==> src/rtl/cll_pkg.sv <==
// types and constants shared by the cursor linked list engine modules
// no dependencies

package cll_pkg;

   localparam int CMD_WIDTH    = 2;
   localparam int POS_WIDTH    = 10;
   localparam int VALUE_WIDTH  = 32;
   localparam int STATUS_WIDTH = 2;

   localparam logic [CMD_WIDTH-1:0] CMD_INSERT = 2'd0;
   localparam logic [CMD_WIDTH-1:0] CMD_DELETE = 2'd1;
   localparam logic [CMD_WIDTH-1:0] CMD_GET    = 2'd2;
   localparam logic [CMD_WIDTH-1:0] CMD_LOCATE = 2'd3;

   localparam logic [STATUS_WIDTH-1:0] ST_OK    = 2'd0;
   localparam logic [STATUS_WIDTH-1:0] ST_RANGE = 2'd1;
   localparam logic [STATUS_WIDTH-1:0] ST_FULL  = 2'd2;

   typedef struct packed {
      logic [CMD_WIDTH-1:0]          cmd;
      logic [POS_WIDTH-1:0]          position;
      logic signed [VALUE_WIDTH-1:0] value;
   } req_type;

   typedef struct packed {
      logic signed [VALUE_WIDTH-1:0] result_value;
      logic [POS_WIDTH-1:0]          found_position;
      logic [STATUS_WIDTH-1:0]       status;
      logic [POS_WIDTH-1:0]          list_length;
   } rsp_type;

   typedef enum logic [3:0] {
      DP_NOP,
      DP_LOAD,
      DP_ERR,
      DP_START,
      DP_STEP,
      DP_MARK_INS,
      DP_MARK_DEL,
      DP_INS_LINK,
      DP_DEL_LINK,
      DP_WR_PREV,
      DP_GET,
      DP_FOUND,
      DP_PUBLISH
   } dp_op_type;

   typedef struct packed {
      dp_op_type op;
   } dp_cmd_type;

   typedef struct packed {
      logic [CMD_WIDTH-1:0]    cmd;
      logic [STATUS_WIDTH-1:0] err;
      logic                    walk_done;
      logic                    loc_hit;
      logic                    loc_end;
   } dp_status_type;

endpackage

==> src/rtl/cll_ctrl.sv <==
// controller: sequences each command through check, walk and, for insert and delete, commit steps
// depends on cll_pkg

module cll_ctrl (
   input  logic                   clock,
   input  logic                   reset,
   input  logic                   req_valid,
   output logic                   req_stall,
   output logic                   rsp_valid,
   input  logic                   rsp_stall,
   output cll_pkg::dp_cmd_type    dp_cmd,
   input  cll_pkg::dp_status_type dp_status
);
   import cll_pkg::*;

   typedef enum logic [3:0] {
      S_IDLE,
      S_CHECK,
      S_WALK,
      S_LOCATE,
      S_INS_LINK,
      S_DEL_LINK,
      S_WR_PREV,
      S_FINISH
   } state_type;

   state_type state_ff, state_in;
   logic      rsp_valid_ff, rsp_valid_in;

   always_comb begin
      state_in     = state_ff;
      dp_cmd.op    = DP_NOP;
      rsp_valid_in = rsp_valid_ff && rsp_stall;
      unique case (state_ff)
         S_IDLE: begin
            if (req_valid) begin
               dp_cmd.op = DP_LOAD;
               state_in  = S_CHECK;
            end
         end
         S_CHECK: begin
            if (dp_status.err != ST_OK) begin
               dp_cmd.op = DP_ERR;
               state_in  = S_FINISH;
            end else begin
               dp_cmd.op = DP_START;
               state_in  = (dp_status.cmd == CMD_LOCATE) ? S_LOCATE : S_WALK;
            end
         end
         S_WALK: begin
            if (!dp_status.walk_done) begin
               dp_cmd.op = DP_STEP;
            end else begin
               unique case (dp_status.cmd)
                  CMD_INSERT: begin
                     dp_cmd.op = DP_MARK_INS;
                     state_in  = S_INS_LINK;
                  end
                  CMD_DELETE: begin
                     dp_cmd.op = DP_MARK_DEL;
                     state_in  = S_DEL_LINK;
                  end
                  default: begin
                     dp_cmd.op = DP_GET;
                     state_in  = S_FINISH;
                  end
               endcase
            end
         end
         S_LOCATE: begin
            if (dp_status.loc_hit) begin
               dp_cmd.op = DP_FOUND;
               state_in  = S_FINISH;
            end else if (dp_status.loc_end) begin
               state_in = S_FINISH;
            end else begin
               dp_cmd.op = DP_STEP;
            end
         end
         S_INS_LINK: begin
            dp_cmd.op = DP_INS_LINK;
            state_in  = S_WR_PREV;
         end
         S_DEL_LINK: begin
            dp_cmd.op = DP_DEL_LINK;
            state_in  = S_WR_PREV;
         end
         S_WR_PREV: begin
            dp_cmd.op = DP_WR_PREV;
            state_in  = S_FINISH;
         end
         S_FINISH: begin
            // hold until the previous result beat has gone
            if (!rsp_valid_ff || !rsp_stall) begin
               dp_cmd.op    = DP_PUBLISH;
               rsp_valid_in = 1'b1;
               state_in     = S_IDLE;
            end
         end
         default: state_in = S_IDLE;
      endcase
   end

   always_ff @(posedge clock) begin
      if (reset) begin
         state_ff     <= S_IDLE;
         rsp_valid_ff <= 1'b0;
      end else begin
         state_ff     <= state_in;
         rsp_valid_ff <= rsp_valid_in;
      end
   end

   assign req_stall = (state_ff != S_IDLE);
   assign rsp_valid = rsp_valid_ff;

endmodule

==> config.mk <==
export PLATFORM = sky130hd
export DESIGN_NAME = cll_ctrl
export DESIGN_NICKNAME = d
export VERILOG_FILES = /design/src/rtl/cll_pkg.sv /design/src/rtl/cll_ctrl.sv
export SDC_FILE = /design/constraint.sdc
export NUM_CORES = 1
export LEC_CHECK = 0
export BUFFER_PORTS_ARGS = -buffer_cell sky130_fd_sc_hd__buf_2
export CAP_MARGIN = 20
export CORE_AREA = 2 2 39 41
export DETAILED_ROUTE_END_ITERATION = 8
export DIE_AREA = 0 0 41 43
export HOLD_SLACK_MARGIN = 0.08
export PLACE_DENSITY = 0.55
export SLEW_MARGIN = 25
export SYNTH_ARGS = -nofsm -noshare
export SYNTH_HDL_FRONTEND = slang
export SYNTH_SLANG_ARGS = --single-unit
==> constraint.sdc <==
create_clock -name clock -period 4 [get_ports clock]
set_input_delay 1 -clock clock [delete_from_list [all_inputs] [get_ports clock]]
set_output_delay 1 -clock clock [all_outputs]
set_load 0.005 [all_outputs]
==> results.md, run 1 <==
- The run finished with clean final reports.
- The floorplan has 14 rows.
- The average via count per standard cell is 5.47.
- The type of the worst setup path is input port to primary output.
- The insertion delay to the later sink of the worst-skew pair is 230 ps.
- Among all flip-flop cells after synthesis, the most frequent one is sky130_fd_sc_hd__dfxtp_1.
- In the final layout, the share of cells above drive strength 1 is 30.1%.
- The worst-case vdd ir drop is 0.000200 V.
- The worst pin sits at a relative slew slack of 67.9%.
- The part of the Yosys area used for sequential elements is 20.4%.
- The die outline area is 0.00176 mm2.
- The routed layout has 487 vias.
- The number of clock sinks is 4.
- For this configuration, the core starts out at a cell density of 28.4%.
- The number of maximum-capacitance violations is 0.
- After detailed routing, the number of remaining DRC violations is 0.
- The first TritonRoute pass finished after 4 iterations.
- The signal on the critical path passes through buf_2 -> inv_1 -> o41ai_1 -> a21oi_1 -> o22ai_1 -> buf_2.
- The endpoint of the worst setup timing path is dp_cmd[0].
- Data arrives at the worst endpoint at 1890 ps.
- The CTS H-tree depth is 1.
- The arithmetic-cell share of the synthesized area counting full adders, half adders and majority gates is 0%.
- The initial antenna violation count is 0.
- The global-route wire length before repair is 1.58 mm.
- After synthesis, the largest family of logic cells by area is compound AO/OA/AOI/OAI gates.
- The detailed router finished its first iteration with 6 violations.
- In this run the power density over the cells is 704 mW/mm2.
- Buffers added to address setup during post-CTS repair amount to 0.
- The number of nets in the finished design is 86.
- The count of final hold-check violations is 0.
- Across the routed clock network, the largest skew measured is 5.73 ps.
- The floorplan step defined a core boundary enclosing 0.00138 mm2.
- STA classifies the critical path startpoint as an input port.
- The worst register-to-register path has a setup slack of 2310 ps.
- Internal power comes to 189 uW.
- After clock tree synthesis, the flow added hold-fix buffers numbering 0.
- When the netlist entered floorplanning its net count stood at 68.
- The maximum operating frequency is 346 MHz.
- The TritonCTS clock tree is built.
- The endpoint class of the critical path is a primary output.
- 0 antenna diodes ended up in the layout.
- After technology mapping, the gate count stands at 57.
- The leakage power figure is 0.202 nW.
- The simple-gate share of the synthesized area is 22.9%.
- The die height is 43 um.
- Routability-driven placement finished with a final weighted congestion of 0.718.
- The cell count of the worst reg-to-reg path is 4.
- During synthesis, Yosys emitted a total of 0 warnings.
- The worst-path maximum fanout is 5.
- Including well taps, the total number of placed cells is 86.
- The area fraction in compound gates after synthesis is 50.0%.
- The mean routed wirelength per cell is 11.9 um.
- The number of global-route vias before repair is 360.
- The worst min-delay path category is register to register.
- The count of instances resized after the clock tree is built is 0.
- The synthesized area per cell is 6.89 um2.
- The HPWL after detailed placement is 770 um.
- Multiplexer cells account for 0% of the synthesized area.
- Of the available clock period, the critical path in the final layout requires 72.2%.
- Clock-pin slew was measured on the worst setup and hold paths at 40 ps.
- Setup repair after global routing left no endpoint under its margin.
- At the pin with the least slew margin, the transition time is 481 ps.
- On the critical path, the stage with the largest delay is an instance of sky130_fd_sc_hd__o41ai_1.
- The share of the synthesized netlist area taken by xor and xnor gates is 0%.
- The cell area that synthesis handed to floorplanning was 393 um2.
- The maximum clock insertion buffer count is 2.
- The number of distinct library cells after synthesis is 26.
- Counting flops and latches in the post-synthesis netlist gives 4.
- Entering global routing, the biggest net connects 17 pins.
- CTS placed an instance of sky130_fd_sc_hd__clkbuf_4 at the clock tree root.
- The final critical path time including I/O delays and setup is 2890 ps.
- The global-route usage over all layers is 12.5%.
- The clock network accounts for 13.8% of the total power.
- Sorting the synthesized cells by area gives the leading types as sky130_fd_sc_hd__dfxtp_1 (20%), sky130_fd_sc_hd__a21oi_1 (8.9%), sky130_fd_sc_hd__o21ai_0 (7.6%).
- The number of buffers inserted by port buffering is 16.
- The critical path's most frequent cell is sky130_fd_sc_hd__buf_2.
- The count of final max-slew check failures is 0.
- The total clock buffers created by CTS is 3.
- The area share of the leading cell type in the synthesized netlist is 20.4%.
- The number of setup violations in the final report is 0.
- For this block, the routed nets add up to 1.06 mm of wire.
- Net switching is 46.5% of the power.
- Compared with the post-synthesis result, the final layout area differs by 27.4%.
- The horizontal extent of the die is 41 um.
- The total overflow left after global routing is 0.
- Counting instances in the post-synthesis netlist gives the leading cell types as sky130_fd_sc_hd__a21oi_1 (7), sky130_fd_sc_hd__nor2_1 (7), sky130_fd_sc_hd__o21ai_0 (6).
- In this run the critical register-to-register path is captured at state_ff[1].
- Prior to clock tree synthesis, the placed netlist has a worst setup slack of 1130 ps.
- Pin placement for this block handled 17 I/O pins.
- The fraction of power consumed by sequential logic is 30.9%.
- In this run the remaining antenna-violating nets after routing total 0.
- The required time at the worst-slack endpoint is 3000 ps.
- In this run the critical register-to-register path is launched from state_ff[2].
- The post-route non-filler standard cell count is 89.
- The cell accounting for the most synthesized area is sky130_fd_sc_hd__dfxtp_1.
- The synthesized design contains 0 enable-type register cells.
- The source of the critical timing path is dp_status[2].
- The final setup slack of the worst path is 1110 ps.
- The total negative slack for setup checks is 0 ps.
- In the synthesized netlist the async set-or-reset flop fraction comes to 0%.
- Combinational cells account for 55.3% of the total power.
- The analysis attributes to net switching a power of 164 uW.
- The largest stage delay on the critical path is 330 ps.
power groups by stage:
stage	clock (mW)	combinational [mW]	sequential, mW
floorplan	0	0.169	0.0703
global placement	0	0.195	0.109
detailed placement	0	0.193	0.108
CTS	0.0503	0.194	0.107
global route	0.0546	0.219	0.114
finish	0.0485	0.195	0.109
critical path: cells and delay by family:
| kind | cells | cell delay [ps] |
|---|---|---|
| buf+inv | 3 | 310 |
| compound gates | 3 | 580 |
per-stage QoR:
| stage | hold WS, ps | instance area (um2) | total power [mW] | util (%) |
|---|---|---|---|---|
| detailed placement | 594 | 478 | 0.300 | 34.5 |
| CTS | 604 | 500 | 0.352 | 36.2 |
| global route | 632 | 500 | 0.387 | 36.2 |
| floorplan | 573 | 393 | 0.240 | - |
| finish | 599 | 500 | 0.353 | 36.2 |
| global placement | 583 | 478 | 0.304 | 34.5 |
cell usage in the layout, fill, tap and decap left out:
master and count:
sky130_fd_sc_hd__o32a_1 1, sky130_fd_sc_hd__clkbuf_4 3, sky130_fd_sc_hd__a22oi_1 2, sky130_fd_sc_hd__or2_2 2, sky130_fd_sc_hd__dfxtp_1 4, sky130_fd_sc_hd__o32ai_2 1
sky130_fd_sc_hd__nand2b_1 1, sky130_fd_sc_hd__a32oi_1 1, sky130_fd_sc_hd__nand4_1 1, sky130_fd_sc_hd__o31ai_1 2, sky130_fd_sc_hd__nand2_1 5, sky130_fd_sc_hd__inv_1 3
sky130_fd_sc_hd__o221a_1 1, sky130_fd_sc_hd__o21bai_1 1, sky130_fd_sc_hd__a32o_1 1, sky130_fd_sc_hd__buf_2 16, sky130_fd_sc_hd__nor4b_1 1, sky130_fd_sc_hd__nand3_1 1
sky130_fd_sc_hd__nor2_1 7, sky130_fd_sc_hd__o211ai_1 1, sky130_fd_sc_hd__a21oi_1 7, sky130_fd_sc_hd__o41ai_1 1, sky130_fd_sc_hd__and2_1 1, sky130_fd_sc_hd__a221oi_1 1
sky130_fd_sc_hd__o22ai_1 2, sky130_fd_sc_hd__o21ai_0 6
final cells by class:
type,instances,area (um2)
well taps,16,20.0
repair buffers,16,80.1
multi-input cells,47,287
flip-flops and latches,4,80.1
fillers,157,883
inverters,3,11.3
clock buffers,3,22.5
worst min-delay path by stage:
stage               cells past startpoint   endpoint  startpoint
CTS                                     2  rsp_valid   rsp_valid
global route                            2  rsp_valid   rsp_valid
global placement                        2  rsp_valid   rsp_valid
floorplan                               2  rsp_valid   rsp_valid
finish                                  2  rsp_valid   rsp_valid
detailed placement                      2  rsp_valid   rsp_valid
sequential cells by signal, indices dropped and copies added, names as in the netlist:
| signal | cells |
|---|---|
| rsp_valid | 1 |
| state_ff | 3 |
cell families after synthesis:
family	Yosys count
buf+inv	6
simple gates	19
flops	4
compound gates	28
per-layer routing:
layer  track usage [%]  part of all wire [%]  up-vias
li1                  -                     -      253
met1              19.2                    51      224
met2              16.6                    45       10
met3              3.14                   3.8        0
met4              4.00                     0        0
met5                 0                     0        -
Note: power is estimated with default switching activity, not from simulation.
==> inputs of run 2 (changes only) <==
--- a/config.mk
+++ b/config.mk
@@ -11,7 +11,7 @@
 export DETAILED_ROUTE_END_ITERATION = 8
 export DIE_AREA = 0 0 41 43
 export HOLD_SLACK_MARGIN = 0.08
-export PLACE_DENSITY = 0.55
+export PLACE_DENSITY = 0.57
 export SLEW_MARGIN = 25
 export SYNTH_ARGS = -nofsm -noshare
 export SYNTH_HDL_FRONTEND = slang
==> constraint.sdc (replaced) <==
create_clock -name clock -period 2.45 [get_ports clock]
set_input_delay 0.6125 -clock clock [delete_from_list [all_inputs] [get_ports clock]]
set_output_delay 0.6125 -clock clock [all_outputs]
set_load 0.005 [all_outputs]
==> results.md, run 2 (same netlist as run 1, synthesis figures left out) <==
- The run finished with clean final reports.
- The global-route wire length before repair is 1.57 mm (-0.89%).
- The worst hold path belongs to the class register to register.
- The count of instances resized after the clock tree is built was 0 (unchanged).
- The worst setup path is captured at a primary output.
- Dividing the final minimum period by the clock period gives 90.7%.
- The area of all placed cells without fillers was 500 um2 (unchanged).
- The horizontal extent of the die is 41 um (unchanged).
- The CTS H-tree depth is 1 (unchanged).
- The total length of routed wires is 1.03 mm (-2.6%).
- The number of violations reported at the end of detailed-routing iteration 0 is 8 (+2).
- The number of clock sinks is 4 (unchanged).
- The worst slew margin relative to its limit is 68.4% (+0.50 points).
- The number of placed I/O pins came to 17 (unchanged).
- Walking the worst path, the cells encountered are nor4b_1 -> a21oi_1 -> o22ai_1 -> buf_2.
- The die outline area is 0.00176 mm2 (unchanged).
- The clock share of power is 14.0% (+0.2 points).
- The fraction of power consumed by sequential logic is 30.7% (-0.2 points).
- The largest stage delay on the critical path was 600 ps (+270 ps).
- The required time at the worst-slack endpoint is 1840 ps (-1160 ps).
- The data arrival time at the worst-slack endpoint is 1610 ps (-280 ps).
- The instance area after placement is 478 um2 (unchanged).
- The cell sitting at the root of the clock tree is a sky130_fd_sc_hd__clkbuf_4.
- The die height came to 43 um (unchanged).
- The placer congestion estimate is 0.740 (+3.0%).
- The switching power of the nets is 263 uW (+60%).
- The slew at the pin with the worst max-slew slack came to 473 ps (-7.50 ps).
- The flip-flop count of the largest register, all copies and words added is 3 (unchanged).
- The switching share of power came to 46.0% (-0.45 points).
- The proportion of power drawn by combinational gates was 55.3% (about the same).
- The number of hold-repair buffers added at the cts stage was 0 (unchanged).
- The global-route usage over all layers was 12.7% (+0.20 points).
- The type of origin of the critical path is a register.
- The number of maximum-capacitance violations is 0 (unchanged).
- The slowest cell on the critical path is sky130_fd_sc_hd__dfxtp_1.
- The remaining routing DRC violations is 0 (unchanged).
- The setup fix buffers added after clock tree synthesis is 0 (unchanged).
- The library cell used most frequently in the layout, excluding fill and tap cells, is sky130_fd_sc_hd__buf_2.
- The worst-path maximum fanout is 16 (+11).
- The core box area is 0.00138 mm2 (unchanged).
- The number of antenna repair diodes is 0 (unchanged).
- The number of nets in the finished design is 86 (unchanged).
- The internal power is 308 uW (+63%).
- The detailed-router iteration count before antenna repair was 4 (unchanged).
- The insertion delay to the later sink of the worst-skew pair is 230 ps (about the same).
- The register with the most flip-flops is state_ff.
- For this run, the top clock speed supported by timing is 450 MHz.
- The leakage power figure is 0.202 nW (unchanged).
- The initial antenna violation count is 0 (unchanged).
- The number of global-route vias before repair came to 373 (+3.6%).
- TritonCTS built the clock tree.
- The share of final-layout standard cells stronger than drive strength 1 is 30.1% (unchanged).
- The number of placement rows is 14 (unchanged).
- The type of the worst setup path is register to primary output.
- The count of final hold-check violations was 0 (unchanged).
- Setup repair after global routing left no endpoint under its margin.
- The final worst clock skew is 6.09 ps (+0.356 ps).
- The final critical path time including I/O delays and setup is 2220 ps.
- The power density normalized to cell area was 1140 mW/mm2 (+62%).
- The library cells used most frequently in the layout, excluding fill and tap cells, are sky130_fd_sc_hd__buf_2 (16), sky130_fd_sc_hd__nor2_1 (7), sky130_fd_sc_hd__a21oi_1 (7).
- The starting density of the core is 28.4% (unchanged).
- The number of setup violations in the final report is 0 (unchanged).
- The number of buffers inserted by port buffering is 16 (unchanged).
- The remaining number of nets flagged by the antenna check after routing is 0 (unchanged).
- The residual overflow from global routing came to 0 (unchanged).
- The maximum clock insertion buffer count came to 2 (unchanged).
- The area growth from synthesis to layout is 27.4% (unchanged).
- The total negative slack for setup checks is 0 ps (unchanged).
- The vias after detailed routing is 511 (+4.9%).
- The count of final max-slew check failures is 0 (unchanged).
- The average via count per standard cell is 5.74 (+4.9%).
- The mean routed wirelength per cell is 11.6 um (-2.6%).
- The total clock buffers created by CTS was 3 (unchanged).
- The maximum number of pins on one net before global-route repair came to 17 (unchanged).
- The worst-case vdd ir drop was 0.000479 V (+140%).
- The clock transition at the registers of the reported paths is 40 ps (about the same).
run 2: cell counts in the layout (fill, tap and decap cells not counted):
Identical to the previous run, type by type.
run 2: worst paths after layout:
path | startpoint | end | slack [ps] | cells past startpoint
worst max-delay path | state_ff[0] | dp_cmd[0] | 230 | 4
worst min register to register | rsp_valid | rsp_valid | 590 | 2
worst max register to register | state_ff[2] | state_ff[1] | 790 | 4
worst min-delay path | rsp_valid | rsp_valid | 590 | 2
run 2: cell type report:
type                            instances  area [um2]
Fill cell                             154         883
Multi-Input combinational cell         47         287
Sequential cell                         4        80.1
Timing Repair Buffer                   16        80.1
Clock buffer                            3        22.5
Tap cell                               16        20.0
Inverter                                3        11.3
run 2: stage by stage:
| step | cells | utilization [%] | setup WS [ps] | hold slack [ps] | total power, mW |
|---|---|---|---|---|---|
| finish | 89 | 36.2 | 227 | 588 | 0.571 |
| floorplan | 57 | - | 638 | 573 | 0.391 |
| detailed placement | 86 | 34.5 | 346 | 583 | 0.492 |
| global placement | 86 | 34.5 | 343 | 580 | 0.493 |
| global route | 89 | 36.2 | 52.8 | 615 | 0.622 |
| CTS | 89 | 36.2 | 243 | 594 | 0.577 |
run 2: critical path: cells and delay by family (launching register included):
family                 cells  cell delay, ps
buffers and inverters      1             140
AO/OA/AOI/OAI              2             210
AND/OR/NAND/NOR            1             440
flip-flops                 1             600
run 2: routing by layer:
layer | up-vias | track usage (%) | share of wire [%]
met3 | 2 | 6.28 | 10
met5 | - | 0 | 0
met1 | 226 | 18.6 | 45
li1 | 255 | - | -
met2 | 28 | 16.9 | 44
met4 | 0 | 2.00 | 0.39
run 2: power groups by stage:
stage	Combinational (mW)	Clock (mW)	Sequential, mW
global placement	0.317	0	0.176
global route	0.348	0.0886	0.186
CTS	0.318	0.0851	0.173
floorplan	0.277	0	0.115
detailed placement	0.316	0	0.176
finish	0.316	0.0797	0.175
==> inputs of run 3 (changes only) <==
--- a/config.mk
+++ b/config.mk
@@ -5,13 +5,14 @@
 export SDC_FILE = /design/constraint.sdc
 export NUM_CORES = 1
 export LEC_CHECK = 0
+export ABC_AREA = 1
 export BUFFER_PORTS_ARGS = -buffer_cell sky130_fd_sc_hd__buf_2
 export CAP_MARGIN = 20
 export CORE_AREA = 2 2 39 41
 export DETAILED_ROUTE_END_ITERATION = 8
 export DIE_AREA = 0 0 41 43
 export HOLD_SLACK_MARGIN = 0.08
-export PLACE_DENSITY = 0.57
+export PLACE_DENSITY = 0.62
 export SLEW_MARGIN = 25
 export SYNTH_ARGS = -nofsm -noshare
 export SYNTH_HDL_FRONTEND = slang
==> results.md, run 3 <==
- The run finished with clean final reports.
- The type of the worst setup path is register to primary output.
- The count of instances resized after the clock tree is built is 0 (unchanged).
- The insertion delay to the later sink of the worst-skew pair is 230 ps (about the same).
- The fraction of the cycle the final worst path needs is 86.5% (-4.3 points).
- The worst-case vdd ir drop is 0.000543 V (+13%).
- The total negative slack for setup checks is 0 ps (unchanged).
- The proportion of synthesized flip-flops having asynchronous set or reset was 0% (unchanged).
- The starting density of the core is 32.8% (+4.4 points).
- In this run the most critical hold path is launched from rsp_valid.
- The cell count of the worst reg-to-reg path is 7 (+3).
- The synthesis-stage register bit count is 4 (unchanged).
- The total clock buffers created by CTS is 3 (unchanged).
- The tree is rooted in a sky130_fd_sc_hd__clkbuf_4.
- The most common cell in the synthesized netlist is sky130_fd_sc_hd__nand2_1.
- The instance area after placement came to 547 um2 (+14%).
- The worst setup slack before clock tree synthesis is 557 ps (+211 ps).
- The clock transition at the registers of the reported paths is 40 ps (about the same).
- The number of placement rows is 14 (unchanged).
- The number of setup violations in the final report is 0 (unchanged).
- The number of violations reported at the end of detailed-routing iteration 0 is 6 (-2).
- The endpoint class of the critical path is a primary output.
- The number of filler cells placed in the layout is 163 (+5.8%).
- The count of final hold-check violations came to 0 (unchanged).
- In the synthesized netlist the dominant register cell turns out to be sky130_fd_sc_hd__dfxtp_1.
- The met2 layer wire length in the routed design is 501 um (+11%).
- The final total power is 616 uW (+8.0%).
- The number of hold-repair buffers added at the cts stage is 0 (unchanged).
- The slack of the worst reg-to-reg path is 1110 ps (+320 ps).
- The min-delay analysis places its worst path in the category register to register.
- The total placed cells including tap cells was 107 (+24%).
- The number of placed I/O pins is 17 (unchanged).
- The count of final max-slew check failures was 0 (unchanged).
- Setup repair after global routing left no endpoint under its margin.
- After synthesis, the cell types taking the most area are sky130_fd_sc_hd__dfxtp_1 (18%), sky130_fd_sc_hd__nand2_1 (16%), sky130_fd_sc_hd__nand3_1 (7.7%).
- The routed length on met3 is 54 um (-50%).
- The maximum operating frequency is 472 MHz (+4.9%).
- The final worst clock skew is 2.85 ps (-3.24 ps).
- The number of synthesized flops with an enable pin is 0 (unchanged).
- Walking the worst path, the cells encountered are nand2_2 -> nor2_1 -> nand2_1 -> nand2_1 -> nor2_1 -> nand3_1 -> buf_2.
- The required time at the worst-slack endpoint is 1840 ps (about the same).
- The worst-path maximum fanout is 11 (-5).
- The number of clock sinks is 4 (unchanged).
- The path with the worst hold slack has its endpoint at rsp_valid.
- Detailed placement ended at an HPWL of 905 um.
- The number of nets in the finished design was 107 (+24%).
- The synthesized area per cell was 5.98 um2 (-13%).
- The yosys synthesis warning count is 0 (unchanged).
- The slew at the pin with the worst max-slew slack is 435 ps (-38.4 ps).
- The average via count per standard cell came to 4.75 (-17%).
- The placer congestion estimate is 0.800 (+8.2%).
- The startpoint of the most critical register-to-register path is state_ff[1].
- The area growth from synthesis to layout is 25.3%.
- The end-of-flow core utilization was 41.1% (+5.0 points).
- The flip-flop count of the largest register, all copies and words added is 3 (unchanged).
- The post-route non-filler standard cell count is 110 (+24%).
- The area of all placed cells without fillers is 569 um2 (+14%).
- The global-route usage over all layers was 14.7% (+2.0 points).
- By count the netlist is led by sky130_fd_sc_hd__nand2_1 (19), sky130_fd_sc_hd__inv_1 (9), sky130_fd_sc_hd__nor2_1 (8).
- The residual overflow from global routing is 0 (unchanged).
- The net count after synthesis is 87 (+28%).
- The TritonCTS clock tree is built.
- The number of buffers inserted by port buffering was 16 (unchanged).
- The remaining number of nets flagged by the antenna check after routing came to 0 (unchanged).
- The number of antenna repair diodes is 0 (unchanged).
- The cell depth of the worst min-delay path is 2 (unchanged).
- More flip-flops sit in one register than any other, and that register is state_ff.
- The multi-input logic area is 322 um2 (+12%).
- The number of global-route vias before repair is 449 (+20%).
- The data arrival time at the worst-slack endpoint was 1510 ps (-100 ps).
- The detailed-router iteration count before antenna repair is 4 (unchanged).
- The area share of the leading cell type in the synthesized netlist is 17.6% (-2.8 points).
- The mean routed wirelength per cell is 9.37 um (-19%).
- The power density normalized to cell area was 1080 mW/mm2 (-5.1%).
- The cell count after synthesis came to 76 (+33%).
- The setup fix buffers added after clock tree synthesis is 0 (unchanged).
- The leading cell type in the layout, fill and taps excluded is sky130_fd_sc_hd__nand2_1.
- The initial antenna violation count is 0 (unchanged).
- The share of final-layout standard cells stronger than drive strength 1 is 39.4% (+9.2 points).
- The global-route wire length before repair is 1.75 mm (+11%).
- The maximum number of pins on one net before global-route repair is 12 (-5).
- The final setup slack of the worst path is 331 ps (+104 ps).
- The die height is 43 um (unchanged).
- The top routing layer in use is met3.
- The vias after detailed routing is 523 (+2.3%).
- The die outline area came to 0.00176 mm2 (unchanged).
- The horizontal extent of the die is 41 um (unchanged).
- The number of maximum-capacitance violations is 0 (unchanged).
- Of all cell types, the one taking the most synthesized area is sky130_fd_sc_hd__dfxtp_1.
- The number of distinct library cells after synthesis is 20 (-23%).
- The remaining routing DRC violations is 0 (unchanged).
- The largest stage delay on the critical path was 580 ps (-20 ps).
- The worst slew margin relative to its limit was 71.0% (+2.6 points).
- The type of origin of the critical path is a register.
- The part of the Yosys area used for sequential elements is 17.6% (-2.8 points).
- Among all stages on the critical path, the largest delay is contributed by sky130_fd_sc_hd__dfxtp_1.
- The smallest hold slack is 517 ps (-70.4 ps).
- The endpoint of the worst register-to-register path is state_ff[0].
- Leaving out fill and tap cells, the most frequent cells in the layout are sky130_fd_sc_hd__nand2_1 (19), sky130_fd_sc_hd__buf_2 (16), sky130_fd_sc_hd__inv_1 (9).
- The CTS H-tree depth is 1 (unchanged).
- The detailed-route wire length on metal 1 is 476 um (+2.1%).
- The maximum clock insertion buffer count is 2 (unchanged).
- The total length of routed wires is 1.03 mm (unchanged).
- The core box area is 0.00138 mm2 (unchanged).
- The cell area after technology mapping is 454 um2 (+16%).
- The leakage power figure is 0.308 nW (+52%).
- The sequential cell area is 80.1 um2 (unchanged).
- The final critical path time including I/O delays and setup came to 2120 ps (-104 ps).
-- run 3: cell types whose count changed in the layout (fill, tap and decap cells not counted), sizes merged, moves of 2 or more --
cell,before,now
nand3,1,9
nor2,7,11
or2,2,0
nand2,5,25
o31ai,2,0
inv,3,12
a22oi,2,0
a21oi,7,4
-- run 3: critical path, delay by kind of cell (launching register included) --
family,cells,cell delay [ps]
and+or+nand+nor,6,590
DFF,1,580
buffers and inverters,1,110
-- run 3: logic make-up (layout without fill, tap and decap cells) --
kind of cell	count (synthesis)	count (layout)	synth area share, %
and+or+nand+nor	47	47	52.9
buffers and inverters	13	31	11.6
DFF	4	4	17.6
AOI/OAI and AO/OA	12	12	17.9
-- run 3: cell type report --
cell class	count	share of cell area, %
Timing Repair Buffer	16	14.1
Tap cell	16	3.52
Sequential cell	4	14.1
Clock buffer	3	3.96
Inverter	12	7.91
Multi-Input combinational cell	59	56.5
-- run 3: worst max-delay path by stage --
stage,start,end,slack [ps],depth (start not counted)
floorplan,dp_status[4],dp_cmd[0],840,5
global placement,dp_status[4],dp_cmd[0],560,7
finish,state_ff[1],dp_cmd[0],330,7
CTS,state_ff[1],dp_cmd[0],310,7
global route,state_ff[1],dp_cmd[0],150,7
detailed placement,state_ff[1],dp_cmd[0],560,7
-- run 3: layer usage --
| layer | up-vias | GRT usage, % |
|---|---|---|
| met5 | - | 0 |
| met4 | 0 | 6.67 |
| met3 | 0 | 7.33 |
| met2 | 15 | 20.9 |
| met1 | 223 | 17.9 |
| li1 | 285 | - |
-- run 3: where the power goes --
part | switching [mW] | total (mW) | leakage [nW] | internal [mW]
logic | 0.228 | 0.398 | 0.262 | 0.170
clock network | 0.0250 | 0.0797 | 0.0138 | 0.0547
registers | 0.0510 | 0.139 | 0.0328 | 0.0875
